==> src/rtl/core/llat_pkg.sv <==
// llat_pkg: shared types and constants of the link loss alert table.
// Used by llat_ctrl, llat_dpath and link_loss_alert_table; no dependencies.
`default_nettype none

package llat_pkg;

   // Operation codes carried on req_tuser
   localparam logic [1:0] OP_TX  = 2'd0;
   localparam logic [1:0] OP_RX  = 2'd1;
   localparam logic [1:0] OP_DEL = 2'd2;

   // Field widths
   localparam int OP_W       = 2;
   localparam int ADDR_W     = 32;
   localparam int LOST_W     = 16;
   localparam int THRESH_W   = 8;
   localparam int SUSP_W     = 8;
   localparam int REQ_DATA_W = 56;   // address, packet valid, lost count, padded to bytes
   localparam int RSP_DATA_W = 48;   // alert, alert address, table full, count, padded

   // Configuration port
   localparam int CSR_ADDR_W = 3;
   localparam int CSR_DATA_W = 32;
   localparam logic REG_MONITOR   = 1'b0;   // byte address 0
   localparam logic REG_THRESHOLD = 1'b1;   // byte address 4
   localparam logic                MONITOR_RST   = 1'b1;
   localparam logic [THRESH_W-1:0] THRESHOLD_RST = 8'd3;

   // Sequencing commands from the controller to the datapath
   typedef struct packed {
      logic load;     // capture an accepted request
      logic lookup;   // compare key against every entry
      logic select;   // pick the entry, read its count
      logic commit;   // update the table and load the result register
   } cmd_type;

endpackage

`default_nettype wire

==> src/rtl/core/link_loss_alert_table.sv <==
// link_loss_alert_table: per-connection suspicion counters keyed by access address.
//
// Requests enter on req_* (tvalid/tready). req_tuser carries the operation
// (transmit, receive, connection delete); req_tdata carries the access
// address, packet valid flag and lost packet count. Every request yields
// exactly one result on rsp_*: alert flag, alert address, table full flag
// and the entry's suspicion count.
// A request passes lookup, select with count memory read, and update before
// its result is registered. One request is handled at a time, so a new request
// is taken only once the previous one has left update; the count memory
// read-modify-write is the reason. A held result does not block acceptance of the next
// request; only the update of the following one waits for rsp_tready.
// Reset empties the table, sets monitoring on and the threshold to 3.
// The csr_* port is APB style: monitor enable at 0x0, alert threshold at 0x4.
// Write configuration only while no request is in flight.
// Depends on llat_pkg, llat_ctrl, llat_dpath.
`default_nettype none

module link_loss_alert_table
   import llat_pkg::*;
#(
   parameter int TABLE_ENTRIES = 16,
   parameter int COUNT_BITS    = 8
) (
   input  wire logic                   clock,
   input  wire logic                   reset,
   // request channel
   input  wire logic                   req_tvalid,
   output logic                        req_tready,
   input  wire logic [REQ_DATA_W-1:0]  req_tdata,   // [31:0] link address, [32] packet_valid,
                                                    // [48:33] lost_count, rest zero
   input  wire logic [OP_W-1:0]        req_tuser,   // [1:0] operation
   // result channel
   output logic                        rsp_tvalid,
   input  wire logic                   rsp_tready,
   output logic [RSP_DATA_W-1:0]       rsp_tdata,   // [0] alert, [32:1] alert_address,
                                                    // [33] table_full, [41:34] suspicion_count
   // configuration port
   input  wire logic                   csr_psel,
   input  wire logic                   csr_penable,
   input  wire logic                   csr_pwrite,
   input  wire logic [CSR_ADDR_W-1:0]  csr_paddr,
   input  wire logic [CSR_DATA_W-1:0]  csr_pwdata,
   output logic [CSR_DATA_W-1:0]       csr_prdata,
   output logic                        csr_pready
);

   cmd_type             cmd;
   logic                monitor_ff, monitor_in;
   logic [THRESH_W-1:0] threshold_ff, threshold_in;
   logic                csr_wr;
   logic                csr_idx;

   assign csr_pready = 1'b1;
   assign csr_wr     = csr_psel && csr_penable && csr_pwrite && csr_pready;
   assign csr_idx    = csr_paddr[2];

   // Configuration registers
   always_comb begin
      monitor_in   = monitor_ff;
      threshold_in = threshold_ff;
      if (csr_wr) begin
         case (csr_idx)
            REG_MONITOR:   monitor_in   = csr_pwdata[0];
            REG_THRESHOLD: threshold_in = csr_pwdata[THRESH_W-1:0];
            default:       monitor_in   = monitor_ff;
         endcase
      end
   end

   always_ff @(posedge clock) begin
      if (reset) begin
         monitor_ff   <= MONITOR_RST;
         threshold_ff <= THRESHOLD_RST;
      end else begin
         monitor_ff   <= monitor_in;
         threshold_ff <= threshold_in;
      end
   end

   // Register read-back
   always_comb begin
      case (csr_idx)
         REG_MONITOR:   csr_prdata = {{(CSR_DATA_W-1){1'b0}}, monitor_ff};
         REG_THRESHOLD: csr_prdata = {{(CSR_DATA_W-THRESH_W){1'b0}}, threshold_ff};
         default:       csr_prdata = '0;
      endcase
   end

   llat_ctrl u_ctrl (
      .clock      (clock),
      .reset      (reset),
      .req_tvalid (req_tvalid),
      .req_tready (req_tready),
      .rsp_tvalid (rsp_tvalid),
      .rsp_tready (rsp_tready),
      .cmd        (cmd)
   );

   llat_dpath #(
      .TABLE_ENTRIES (TABLE_ENTRIES),
      .COUNT_BITS    (COUNT_BITS)
   ) u_dpath (
      .clock              (clock),
      .reset              (reset),
      .cmd                (cmd),
      .req_operation      (req_tuser),
      .req_link_addr      (req_tdata[ADDR_W-1:0]),
      .req_packet_valid   (req_tdata[ADDR_W]),
      .req_lost_count     (req_tdata[ADDR_W+LOST_W:ADDR_W+1]),
      .monitor_enabled    (monitor_ff),
      .alert_threshold    (threshold_ff),
      .rsp_data           (rsp_tdata)
   );

endmodule

`default_nettype wire

==> src/rtl/core/llat_ctrl.sv <==
// llat_ctrl: request sequencer of the link loss alert table.
// Depends on llat_pkg; drives the datapath through a cmd_type bundle.
`default_nettype none

module llat_ctrl
   import llat_pkg::*;
(
   input  wire logic    clock,
   input  wire logic    reset,
   input  wire logic    req_tvalid,
   output logic         req_tready,
   output logic         rsp_tvalid,
   input  wire logic    rsp_tready,
   output cmd_type      cmd
);

   typedef enum logic [1:0] {ST_IDLE, ST_LOOKUP, ST_SELECT, ST_UPDATE} state_type;

   state_type state_ff, state_in;
   logic      rsp_valid_ff, rsp_valid_in;
   logic      slot_free;

   // The result register can take a new result when empty or being drained
   assign slot_free = !rsp_valid_ff || rsp_tready;

   // Command decode
   always_comb begin
      cmd        = '0;
      cmd.load   = (state_ff == ST_IDLE) && req_tvalid;
      cmd.lookup = (state_ff == ST_LOOKUP);
      cmd.select = (state_ff == ST_SELECT);
      cmd.commit = (state_ff == ST_UPDATE) && slot_free;
   end

   // Next state
   always_comb begin
      state_in = state_ff;
      case (state_ff)
         ST_IDLE:   if (req_tvalid) state_in = ST_LOOKUP;
         ST_LOOKUP: state_in = ST_SELECT;
         ST_SELECT: state_in = ST_UPDATE;
         ST_UPDATE: if (slot_free) state_in = ST_IDLE;
         default:   state_in = ST_IDLE;
      endcase
   end

   // Result valid flag
   always_comb begin
      rsp_valid_in = rsp_valid_ff;
      if (cmd.commit) begin
         rsp_valid_in = 1'b1;
      end else if (rsp_tready) begin
         rsp_valid_in = 1'b0;
      end
   end

   always_ff @(posedge clock) begin
      if (reset) begin
         state_ff     <= ST_IDLE;
         rsp_valid_ff <= 1'b0;
      end else begin
         state_ff     <= state_in;
         rsp_valid_ff <= rsp_valid_in;
      end
   end

   assign req_tready = (state_ff == ST_IDLE);
   assign rsp_tvalid = rsp_valid_ff;

   // An accepted request walks lookup, select, update in fixed order
   a_load_then_lookup: assert property (@(posedge clock) disable iff (reset)
      cmd.load |=> cmd.lookup)
      else $error("request not followed by lookup");

   a_load_reaches_update: assert property (@(posedge clock) disable iff (reset)
      cmd.load |-> ##3 (state_ff == ST_UPDATE))
      else $error("request did not reach update");

endmodule

`default_nettype wire

==> src/rtl/core/llat_dpath.sv <==
// llat_dpath: key table, count memory and result register of the alert table.
// Depends on llat_pkg; sequenced by llat_ctrl through cmd_type.
`default_nettype none

module llat_dpath
   import llat_pkg::*;
#(
   parameter int TABLE_ENTRIES = 16,
   parameter int COUNT_BITS    = 8
) (
   input  wire logic                  clock,
   input  wire logic                  reset,
   input  wire cmd_type               cmd,
   input  wire logic [OP_W-1:0]       req_operation,
   input  wire logic [ADDR_W-1:0]     req_link_addr,
   input  wire logic                  req_packet_valid,
   input  wire logic [LOST_W-1:0]     req_lost_count,
   input  wire logic                  monitor_enabled,
   input  wire logic [THRESH_W-1:0]   alert_threshold,
   output logic [RSP_DATA_W-1:0]      rsp_data
);

   localparam int IDX_W = (TABLE_ENTRIES > 1) ? $clog2(TABLE_ENTRIES) : 1;
   localparam int CMP_W = (COUNT_BITS > SUSP_W) ? COUNT_BITS : SUSP_W;
   localparam logic [COUNT_BITS-1:0] CNT_MAX = {COUNT_BITS{1'b1}};

   // Lowest set bit of a per-entry vector
   function automatic logic [IDX_W-1:0] first_set(input logic [TABLE_ENTRIES-1:0] v);
      logic [IDX_W-1:0] r;
      r = '0;
      for (int i = TABLE_ENTRIES - 1; i >= 0; i--) begin
         if (v[i]) r = IDX_W'(i);
      end
      return r;
   endfunction

   // Captured request
   logic [OP_W-1:0]    op_ff;
   logic [ADDR_W-1:0]  addr_ff;
   logic               pvalid_ff;
   logic               lost_ff;

   // Table state
   logic [TABLE_ENTRIES-1:0] used_ff;
   logic [ADDR_W-1:0]        key_ff [TABLE_ENTRIES];
   logic [COUNT_BITS-1:0]    cnt_mem [TABLE_ENTRIES];

   // Lookup and select stages
   logic [TABLE_ENTRIES-1:0] match_ff, free_ff;
   logic                     hit_ff, room_ff;
   logic [IDX_W-1:0]         idx_ff;
   logic [COUNT_BITS-1:0]    cnt_rd_ff;

   // Result register
   logic                alert_ff, full_ff;
   logic [ADDR_W-1:0]   alert_addr_ff;
   logic [SUSP_W-1:0]   susp_ff;

   // Commit stage signals
   logic                  is_track, is_del, alloc, full, upd, bump, clr, alert;
   logic [COUNT_BITS-1:0] cnt_base, cnt_inc, cnt_new;
   logic [CMP_W-1:0]      cnt_inc_ext, cnt_new_ext, thr_ext;
   logic [SUSP_W-1:0]     susp;

   // Request capture
   always_ff @(posedge clock) begin
      if (cmd.load) begin
         op_ff     <= req_operation;
         addr_ff   <= req_link_addr;
         pvalid_ff <= req_packet_valid;
         lost_ff   <= |req_lost_count;
      end
   end

   // Key compare against every entry, then pick entry and read its count
   always_ff @(posedge clock) begin
      if (cmd.lookup) begin
         for (int i = 0; i < TABLE_ENTRIES; i++) begin
            match_ff[i] <= used_ff[i] && (key_ff[i] == addr_ff);
         end
         free_ff <= ~used_ff;
      end
      if (cmd.select) begin
         hit_ff    <= |match_ff;
         room_ff   <= |free_ff;
         idx_ff    <= (|match_ff) ? first_set(match_ff) : first_set(free_ff);
         cnt_rd_ff <= cnt_mem[first_set(match_ff)];
      end
   end

   // Event evaluation
   always_comb begin
      is_track = ((op_ff == OP_TX) || (op_ff == OP_RX)) && monitor_enabled;
      is_del   = (op_ff == OP_DEL);
      alloc    = is_track && !hit_ff && room_ff;
      full     = is_track && !hit_ff && !room_ff;
      upd      = is_track && (hit_ff || room_ff);
      cnt_base = hit_ff ? cnt_rd_ff : '0;
      bump     = ((op_ff == OP_RX) && !pvalid_ff) || lost_ff;
      clr      = (op_ff == OP_RX) && pvalid_ff && !lost_ff;
      cnt_inc  = (bump && (cnt_base != CNT_MAX)) ? cnt_base + COUNT_BITS'(1) : cnt_base;
      cnt_new  = clr ? '0 : cnt_inc;
      cnt_inc_ext = CMP_W'(cnt_inc);
      cnt_new_ext = CMP_W'(cnt_new);
      thr_ext     = CMP_W'(alert_threshold);
      // alert is tested before a valid receive clears the count
      alert = upd && (cnt_inc_ext > thr_ext);
      if (!upd) begin
         susp = '0;
      end else if (|(cnt_new_ext >> SUSP_W)) begin
         susp = {SUSP_W{1'b1}};
      end else begin
         susp = cnt_new_ext[SUSP_W-1:0];
      end
   end

   // Entry occupancy
   always_ff @(posedge clock) begin
      if (reset) begin
         used_ff <= '0;
      end else if (cmd.commit) begin
         if (is_del && hit_ff) begin
            used_ff[idx_ff] <= 1'b0;
         end else if (alloc) begin
            used_ff[idx_ff] <= 1'b1;
         end
      end
   end

   // Keys and counts
   always_ff @(posedge clock) begin
      if (cmd.commit && alloc) begin
         key_ff[idx_ff] <= addr_ff;
      end
      if (cmd.commit && upd) begin
         cnt_mem[idx_ff] <= cnt_new;
      end
   end

   // Result register
   always_ff @(posedge clock) begin
      if (cmd.commit) begin
         alert_ff      <= alert;
         alert_addr_ff <= alert ? addr_ff : '0;
         full_ff       <= full;
         susp_ff       <= susp;
      end
   end

   assign rsp_data = {6'b0, susp_ff, full_ff, alert_addr_ff, alert_ff};

   // A key is never held by two entries
   a_unique_key: assert property (@(posedge clock) disable iff (reset)
      cmd.select |-> $onehot0(match_ff))
      else $error("access address held by more than one entry");

   // An allocation marks its entry in use
   a_alloc_marks_used: assert property (@(posedge clock) disable iff (reset)
      (cmd.commit && alloc) |=> used_ff[$past(idx_ff)])
      else $error("allocated entry not marked in use");

endmodule

`default_nettype wire
==> config.mk <==
export PLATFORM = sky130hd
export DESIGN_NAME = link_loss_alert_table
export DESIGN_NICKNAME = d
export VERILOG_FILES = /design/src/rtl/core/llat_pkg.sv /design/src/rtl/core/link_loss_alert_table.sv /design/src/rtl/core/llat_ctrl.sv /design/src/rtl/core/llat_dpath.sv
export SDC_FILE = /design/constraint.sdc
export NUM_CORES = 1
export LEC_CHECK = 0
export BUFFER_PORTS_ARGS = -buffer_cell sky130_fd_sc_hd__buf_2
export CELL_PAD_IN_SITES_DETAIL_PLACEMENT = 1
export CELL_PAD_IN_SITES_GLOBAL_PLACEMENT = 1
export CORE_AREA = 2 2 324 262
export CTS_CLUSTER_SIZE = 12
export DETAILED_ROUTE_END_ITERATION = 8
export DIE_AREA = 0 0 326 264
export PLACE_DENSITY = 0.69
export REMOVE_ABC_BUFFERS = 1
export SYNTH_ARGS = -nofsm -noshare
export SYNTH_HDL_FRONTEND = slang
export SYNTH_HIERARCHICAL = 1
export SYNTH_SLANG_ARGS = --single-unit
==> constraint.sdc <==
create_clock -name clock -period 6.25 [get_ports clock]
set_input_delay 0.9375 -clock clock [delete_from_list [all_inputs] [get_ports clock]]
set_output_delay 0.9375 -clock clock [all_outputs]
set_load 0.01 [all_outputs]
[Word-level counts from Yosys, hierarchy flattened]
Memory sizes are Yosys's and may differ from the RTL's. A register that Yosys moved wholly into a read port is not among the register bits.
Index checks and enable logic that the tools add are counted.
Storage, ports and cells
  register bits after elaboration: 144
  RAM bits: 640
  bits of input ports: 100
  output and inout port bits: 83
  logic and storage cells: 158
  memories: 2
Memory list
  u_dpath.key_ff: depth 16, bits a word 32, rd ports 16, clocked after memory_dff 0, write ports 1, line llat_dpath.sv:45  | logic [ADDR_W-1:0] key_ff [TABLE_ENTRIES];
  u_dpath.cnt_mem: depth 16, bits a word 8, rd ports 1, clocked after memory_dff 1, write ports 1, line llat_dpath.sv:46  | logic [COUNT_BITS-1:0] cnt_mem [TABLE_ENTRIES];
Cells by class
  $add $sub $neg: 1
  order comparisons: 3
  equality and inequality tests: 24
  muxes and demuxes: 51
  bitwise gates (word level): 5
  reduce and logical (&&, ||, !) cells: 54
Operators by type and width (count)
  == test 32 bit: 16
  two-way mux 4 bit: 34
  one-hot mux 32 bit (2 select lines): 1
  OR reduction 16 bit: 3
  logical AND 1 bit: 34
  two-way mux 16 bit: 2
  NOT 16 bit: 2
  two-way mux 8 bit: 3
  bitwise AND 16 bit: 1
  OR 16 bit: 1
  adder 8 x 1 -> 8 bit, second input constant: 1
  greater-than comparator 8 bit: 1
  != test 8 bit, second input constant: 1
  one-hot mux 2 bit (4 select lines): 1
  AND reduction 2 bit: 4
  two-way mux 1 bit: 7
  == test 2 bit, second input constant: 3
  zero test 1 bit: 5
  < comparator 4 x 5 -> 1 bit, second input constant: 1
  demux 1 bit (select 4 bit): 1
  == test 2 x 1 -> 1 bit, second input constant: 2
  greater-or-equal comparator 4 x 1 -> 1 bit, second input constant: 1
  zero test 2 bit: 2
  logical OR 1 bit: 4
  5 further kinds: 7

[Logic depth before layout (Yosys ltp)]
Gate-level depths: netlist (run 1).
  word-level depth: 17
  depth in mapped cells: 18
  mapped depth without buffers: 16

[Modules after synthesis]
Netlist (run 1), hierarchy kept.
By module, submodules not included
  llat_dpath: instances 1, cells each 2051, area an instance 32075.8 um2, sequential area each 23262.3 um2
  link_loss_alert_table: instances 1, cells each 74, area an instance 656.9 um2, sequential area each 180.2 um2
  llat_ctrl: instances 1, cells each 23, area an instance 214.0 um2, sequential area each 60.1 um2

[Worst setup path before layout (run 1)]
Ideal clock, no wire load.
  kind: input-to-reg
  from: in rsp_tready
  to: mem u_dpath.key_ff[12][0] (enable)
  setup time: 0.423 ns
  data arrival time: 3.614 ns
  data required time: 5.827 ns
  path slack: 2.214 ns
  stages on the path: 7
  path buffers: 2
  cell sequence: and2b_2 nor2b_1 buf_4 nand2_1 or3_1 clkbuf_1 nor2_1
RTL lines
  start: declaration: line link_loss_alert_table.sv:35  | input wire logic rsp_tready,
  end: declaration: line llat_dpath.sv:45

[Final worst setup path (run 1)]
  from: reg u_dpath.hit_ff
  to: reg u_dpath.alert_addr_ff[25] (data pin)
On the way
  word-level cells in the longest chain between the ends: 6
  elaborated cells on any way between the ends: 9
  those cells by class: 1 x add/sub; 1 x order compare; 1 x eq/ne; 2 x mux; 4 x reduce/logical
RTL lines
  start: declaration: line llat_dpath.sv:50  | logic hit_ff, room_ff;
  start signal: assignment: line llat_dpath.sv:84  | hit_ff <= |match_ff;
  parallel branches: the longest is 5 deep, another holds adder 8 x 1 -> 8 bit
  logical AND 1 bit *: line llat_dpath.sv:107  | alert = upd && (cnt_inc_ext > thr_ext);
  end signal: assignment: line llat_dpath.sv:144  | alert_addr_ff <= alert ? addr_ff : '0;
  end: declaration: line llat_dpath.sv:56  | logic [ADDR_W-1:0] alert_addr_ff;
Every way passes the cells marked *.
A chain may end at the register's enable or synchronous reset.

==> results of run 1 <==
-- metrics by stage --
stage / cells / utilization / power [uW]
floorplan: 2050 / - / 8150
global placement: 3347 / 0.421 / 9220
detailed placement: 3347 / 0.421 / 9350
CTS: 3495 / 0.451 / 14000
global route: 3495 / 0.451 / 14400
finish: 3495 / 0.451 / 13900
-- power groups by stage --
stage	logic (uW)	registers, uW	clock network [uW]
final	2700	6540	4680
after global placement	2580	6640	0
after floorplan	1240	6900	0
after global routing	2900	6560	4960
after detailed placement	2700	6650	0
after CTS	2720	6540	4780
-- cell families after synthesis --
| family | count (synthesis) |
|---|---|
| flops | 792 |
| fa+ha+maj | 13 |
| compound gates | 113 |
| other cells | 3 |
| simple gates | 504 |
| buf+inv | 177 |
| mux | 30 |
| xor+xnor | 516 |
-- state kept, by name (all words and copies together), names as in the netlist, 2 cells and up, named ones only --
signal,cells
u_dpath/key_ff,512
u_dpath/addr_ff,32
u_dpath/cnt_mem,128
u_dpath/op_ff,2
u_dpath/susp_ff,8
u_dpath/cnt_rd_ff,8
u_ctrl/state_ff,2
u_dpath/match_ff,16
u_dpath/idx_ff,4
u_dpath/alert_addr_ff,32
u_dpath/free_ff,16
threshold_ff,8
-- worst max-delay path: cells and delay by family (launching register included) --
kind                       cells  cell delay, ns
DFF                            1            0.64
and+or+nand+nor                5            0.97
AOI/OAI and AO/OA              7            2.19
buffers and inverters          2            0.18
adders and majority gates      2            0.36
-- metal layers --
metal | wire length (microns) | global-route usage
met1 | 37900 | 0.270
met2 | 40500 | 0.319
met3 | 5160 | 0.0434
met4 | 2420 | 0.0648
met5 | 10 | 0
-- cell type report --
class,instances,area (sq um),area share
clock buffer,116,2300,0.0615
multi-input combinational,1207,8750,0.233
timing repair buffer,182,1120,0.0299
clock inverter,32,233,0.00621
tap,1115,1400,0.0372
sequential,792,23500,0.627
inverter,51,191,0.00511
-- final timing paths --
check,from,end,cells past startpoint
worst min-delay path,req_tdata[10],u_dpath/addr_ff[10],1
worst min register to register,flip-flop,u_dpath/free_ff[8],1
worst max-delay path,u_dpath/hit_ff,u_dpath/alert_addr_ff[25],16
worst max register to register,u_dpath/hit_ff,u_dpath/alert_addr_ff[25],16
-- placed cells by master (no fill, tap or decap), types with 26 or more instances in the layout --
| master | count |
|---|---|
| nand3_1 | 41 |
| buf_4 | 60 |
| inv_1 | 51 |
| clkbuf_1 | 26 |
| and2_1 | 34 |
| clkbuf_16 | 86 |
| nor2_1 | 102 |
| edfxtp_1 | 764 |
| nor4_1 | 62 |
| xor2_1 | 90 |
| dfxtp_1 | 28 |
| nand2_1 | 58 |
| nand4_1 | 110 |
| buf_2 | 118 |
| conb_1 | 31 |
| xnor2_1 | 426 |
==> impl_metrics.env, run 1 <==
export IMPL_synthAdderAreaFrac=0.00494
export IMPL_power_internal_uw=9860
export IMPL_fillers=8139
export IMPL_status="finished clean"
export IMPL_drive_above_1_share=0.142
export IMPL_power_density_mw_per_mm2=371
export IMPL_cts_tree="done"
export IMPL_h_tree_depth=3
export IMPL_start_util=0.397
export IMPL_antenna_cells=0
export IMPL_vias_per_cell=5.29
export IMPL_swShare=0.291
export IMPL_fin_tns_setup_ns=0
export IMPL_numCtsBuffers=84
export IMPL_core_area_sq_mm=0.0831
export IMPL_io_buffers=118
export IMPL_crit_path_max_fanout=33
export IMPL_grt_usage=0.199
export IMPL_finalMaxSlewViolations=0
export IMPL_post_drt_wl_per_cell_microns=24.6
export IMPL_cts_buffer_depth=3
export IMPL_place_congestion=0.834
export IMPL_first_iter_violations=1714
export IMPL_required_ns=6.64
export IMPL_grt_max_degree=45
export IMPL_finalHoldViolations=0
export IMPL_slowest_stage="o32ai_1"
export IMPL_max_stage_delay_ns=0.80
export IMPL_die_w_microns=326
export IMPL_rows=95
export IMPL_fin_crit_ns=4.62
export IMPL_yosys_area_share_simple=0.0840
export IMPL_ys_top_cells_by_area="edfxtp_1 70%, xnor2_1 11%, xor2_1 2.4%"
export IMPL_die_h_microns=264
export IMPL_clk_latency_ns=0.64
export IMPL_hold_slack_ns=0.468
export IMPL_rsz0062_at_grt="no"
export IMPL_grt_pass1_vias=19500
export IMPL_drc=0
export IMPL_areaGrowthSynthToFinish_pct=13.8
export IMPL_yosysTopAreaCell="edfxtp_1"
export IMPL_ant_nets=0
export IMPL_synth_mux_area_frac=0.00946
export IMPL_synthCells=2148
export IMPL_grt_pass1_wl_microns=127000
export IMPL_synth_main_ff_cell="edfxtp_1"
export IMPL_post_cts_resized=0
export IMPL_yosysMostFrequentCell="edfxtp_1"
export IMPL_worstPathCellList="nand2_1 -> inv_1 -> ha_1 -> nand3_1 -> o32ai_1 -> or2_2 -> nor3_1 -> o21ai_0 -> inv_1 -> ha_1 -> a21o_1 -> a21o_1 -> a21oi_1 -> o21ai_0 -> o211a_1 -> and2_1"
export IMPL_fin_skew_ns=0.0215
export IMPL_max_cap_violations=0
export IMPL_syn_area_sq_mm=0.0329
export IMPL_dieArea_sq_mm=0.0861
export IMPL_hold_path_class="input port to flip-flop"
export IMPL_crit_type="flip-flop to flip-flop"
export IMPL_synth_avg_cell_area_sq_um=15.3
export IMPL_ys_seq_elements=792
export IMPL_grt_overflow_total=0
export IMPL_synth_edff_count=764
export IMPL_finish_net_count=2431
export IMPL_cp_data_arrival_time_ns=5.01
export IMPL_p_seq_frac=0.470
export IMPL_yosysWarnings=6
export IMPL_cts_reportedPaths_clkPinSlew_ns=0.06
export IMPL_power_leakage_uw=0.0118
export IMPL_synth_compound_area_frac=0.0255
export IMPL_worst_pin_slew_ns=1.35
export IMPL_pwr_share_clk=0.336
export IMPL_hold_buffers=0
export IMPL_cp_start_kind="flip-flop"
export IMPL_design_area_sq_mm=0.0375
export IMPL_firstDrtPassIters=5
export IMPL_fin_crit_sh=0.740
export IMPL_power_switching_uw=4050
export IMPL_dpl_cell_area_sq_mm=0.0350
export IMPL_wirelength_microns=85900
export IMPL_clock_fmax_mhz=216
export IMPL_ioPinCount=183
export IMPL_dp_slack_ns=1.60
export IMPL_ys_top_cells_by_count="764 x edfxtp_1, 426 x xnor2_1, 110 x nand4_1, 109 x nor2_1, 90 x xor2_1"
export IMPL_synth_cell_types=75
export IMPL_cts_setup_buffers=0
export IMPL_clock_sinks=792
export IMPL_synth_top_family_by_area="XOR/XNOR gates"
export IMPL_antenna_found_initial=4
export IMPL_vias=18500
export IMPL_ys_seq_area_frac=0.713
export IMPL_synthXorXnorAreaFrac=0.137
export IMPL_end_kind="flip-flop"
export IMPL_dpl_hpwl_microns=54000
export IMPL_root_buffer="clkbuf_16"
export IMPL_setup_viol=0
export IMPL_fin_ws_ns=1.63
export IMPL_slew_headroom=0.0959
export IMPL_ir_drop_uv=210
export IMPL_synth_async_reset_ratio=0
export IMPL_power_frac_comb=0.194
export IMPL_rrSetupSlack_ns=1.63
export IMPL_synth_top_area_share=0.696
(Power assumes the default switching activity.)
==> inputs of run 2 (changes only) <==
- ABC_AREA: unset -> 1
- CORE_AREA: 2 2 324 262 -> 2 2 329 266
- DIE_AREA: 0 0 326 264 -> 0 0 331 268
- PLACE_DENSITY: 0.69 -> 0.73
- clock period: 6.25 -> 3.9 ns (I/O delays scaled with it)
==> impl_metrics.env, run 2 <==
export IMPL_yosysMostFrequentCell="edfxtp_1"
export IMPL_status="finished clean"
export IMPL_die_w_microns=331
export IMPL_synth_async_reset_ratio=0
export IMPL_place_congestion=0.877
export IMPL_grt_pass1_vias=25000
export IMPL_finalMaxSlewViolations=0
export IMPL_p_total_uw=22800
export IMPL_synth_cell_types=54
export IMPL_finalHoldViolations=0
export IMPL_grtUsageMet2=0.398
export IMPL_antenna_cells=0
export IMPL_worst_pin_slew_ns=1.44
export IMPL_max_stage_delay_ns=0.46
export IMPL_syn_area_sq_mm=0.0340
export IMPL_worstPathCellList="nand2_1 -> inv_1 -> ha_1 -> inv_1 -> nor3_2 -> nor3b_4 -> nand3_2 -> nand2_2 -> inv_2 -> nand4_2 -> nor2_2 -> nand2_2 -> nor3_2 -> xor2_2 -> inv_1 -> ha_1 -> nand2_1 -> nor2_2 -> nand2_1 -> o211ai_1 -> nand3_2 -> buf_12 -> nor2_1"
export IMPL_yosysWarnings=6
export IMPL_vias=23900
export IMPL_ys_top_cells_by_count="764 x edfxtp_1, 441 x nand2_1, 232 x inv_1, 194 x nand3_1, 173 x nor2_1"
export IMPL_vias_per_cell=5.82
export IMPL_cp_data_arrival_time_ns=4.02
export IMPL_root_buffer="clkbuf_16"
export IMPL_cp_start_kind="flip-flop"
export IMPL_setup_viol=0
export IMPL_ys_seq_elements=792
export IMPL_first_iter_violations=2951
export IMPL_cts_buffer_depth=3
export IMPL_synth_compound_area_frac=0.0775
export IMPL_crit_path_max_fanout=33
export IMPL_synth_edff_count=764
export IMPL_finish_net_count=3056
export IMPL_top_register="u_dpath/key_ff"
export IMPL_post_drt_wl_per_cell_microns=27.2
export IMPL_grt_usage=0.249
export IMPL_largest_reg_flops=512
export IMPL_synth_main_ff_cell="edfxtp_1"
export IMPL_end_kind="flip-flop"
export IMPL_wirelength_microns=111000
export IMPL_power_leakage_uw=0.0135
export IMPL_yosys_area_share_simple=0.136
export IMPL_numCtsBuffers=78
export IMPL_antenna_found_initial=3
export IMPL_layout_commonest_cell="edfxtp_1"
export IMPL_clock_fmax_mhz=283
export IMPL_start_util=0.398
export IMPL_slowest_stage="edfxtp_1"
export IMPL_fin_crit_sh=0.905
export IMPL_dpl_hpwl_microns=69900
export IMPL_synth_avg_cell_area_sq_um=12.3
export IMPL_drive_above_1_share=0.151
export IMPL_crit_type="flip-flop to flip-flop"
export IMPL_grt_max_degree=65
export IMPL_synthAdderAreaFrac=0.00479
export IMPL_max_cap_violations=0
export IMPL_dieArea_sq_mm=0.0887
export IMPL_final_util=0.451
export IMPL_grt_busiest_layer="met2"
export IMPL_ys_top_cells_by_area="edfxtp_1 68%, nand2_1 4.9%, nand3_1 2.9%"
export IMPL_most_common_layout_cells="764 x edfxtp_1, 441 x nand2_1, 231 x inv_1, 193 x nand3_1, 156 x nor2_1"
export IMPL_synthXorXnorAreaFrac=0.0363
export IMPL_gr_usage_met1=0.335
export IMPL_yosysTopAreaCell="edfxtp_1"
export IMPL_cts_tree="done"
export IMPL_drc=0
export IMPL_ioPinCount=183
export IMPL_fin_crit_ns=3.53
export IMPL_clk_latency_ns=0.66
export IMPL_core_area_sq_mm=0.0853
export IMPL_slew_headroom=0.0368
export IMPL_hold_path_class="input port to flip-flop"
export IMPL_ant_nets=0
export IMPL_io_buffers=118
export IMPL_die_h_microns=268
export IMPL_power_density_mw_per_mm2=595
export IMPL_firstDrtPassIters=6
export IMPL_ys_seq_area_frac=0.692
export IMPL_clock_sinks=792
export IMPL_grtUsageMet3=0.0458
export IMPL_reg_top3="u_dpath/key_ff (512), u_dpath/cnt_mem (128)"
export IMPL_synthCells=2770
export IMPL_required_ns=4.39
export IMPL_synth_top_area_share=0.675
export IMPL_h_tree_depth=3
export IMPL_fin_skew_ns=0.0305
export IMPL_synth_top_family_by_area="simple AND/OR/NAND/NOR gates"
export IMPL_grt_pass1_wl_microns=162000
export IMPL_cts_reportedPaths_clkPinSlew_ns=0.07
export IMPL_ir_drop_uv=526
export IMPL_synth_mux_area_frac=0
export IMPL_rows=96
export IMPL_rsz0062_at_grt="no"
export IMPL_areaGrowthSynthToFinish_pct=13.1
export IMPL_grt_overflow_total=0
## run 2: cell count changes in the layout (fill, tap and decap cells not counted), sizes merged, moves of 74 or more
cell,delta
inv,+203
nand2,+386
nand3,+156
nand4,-93
o21ai,+110
o22ai,+74
xnor2,-361
## run 2: report_power, final
part | internal (uW) | total (uW) | switching [uW]
Sequential | 10300 | 10500 | 228
Combinational | 1310 | 5400 | 4090
Clock | 3770 | 6960 | 3190
## run 2: per-stage QoR
step	area, sq um	hold slack (ns)	instances	worst slack [ns]	setup TNS, ns
after floorplan	33300	0.437	2645	-1.51	-875.81
after global placement	36200	0.471	3988	0.349	0
after detailed placement	36200	0.484	3988	0.236	0
after CTS	38400	0.0741	4103	0.189	0
after global routing	38400	0.0845	4105	0.0208	0
final	38400	0.0976	4105	0.370	0
## run 2: path summary, 6_finish.rpt
path	startpoint	endpoint	slack, ns	cells after the start
hold / removal	req_tdata[21]	u_dpath/addr_ff[21]	0.1	1
hold reg to reg	threshold_ff[1]	threshold_ff[1]	0.49	2
setup reg to reg	u_dpath/hit_ff	u_dpath/alert_addr_ff[6]	0.37	23
setup / recovery	u_dpath/hit_ff	u_dpath/alert_addr_ff[6]	0.37	23
## run 2: area by class of cell
class                      count  area (sq um)
clock inverter                11           115
inverter                     258           971
multi-input combinational   1595          8920
fill                        9011         46900
clock buffer                 104          2100
timing repair buffer         218          1400
sequential                   792         23500
tap                         1127          1410
## run 2: cell families after synthesis
family | after synthesis
AOI/OAI and AO/OA | 398
other | 3
xor gates and xnor gates | 140
DFF | 792
and+or+nand+nor | 1013
adders and majority gates | 13
buffers and inverters | 411
## run 2: critical path: cells and delay by family (launching register included)
kind | cells | cell delay [ns]
AO/OA/AOI/OAI | 1 | 0.11
XOR/XNOR | 1 | 0.20
adder cells (fa/ha/maj) | 2 | 0.50
buffers and inverters | 5 | 0.53
flip-flops | 1 | 0.46
AND/OR/NAND/NOR | 14 | 1.54
## run 2: repair_timing
item                       in CTS  in global routing
setup endpoints to repair       0                 33
gates resized for setup         0                  3
buffers inserted                0                  2
hold buffers                    0                  0
## run 2: per-layer routing
layer / vias to the layer above / part of all wire
met5: - / 0
li1: 10200 / -
met3: 288 / 0.098
met1: 12200 / 0.39
met4: 0 / 0.043
met2: 1215 / 0.46
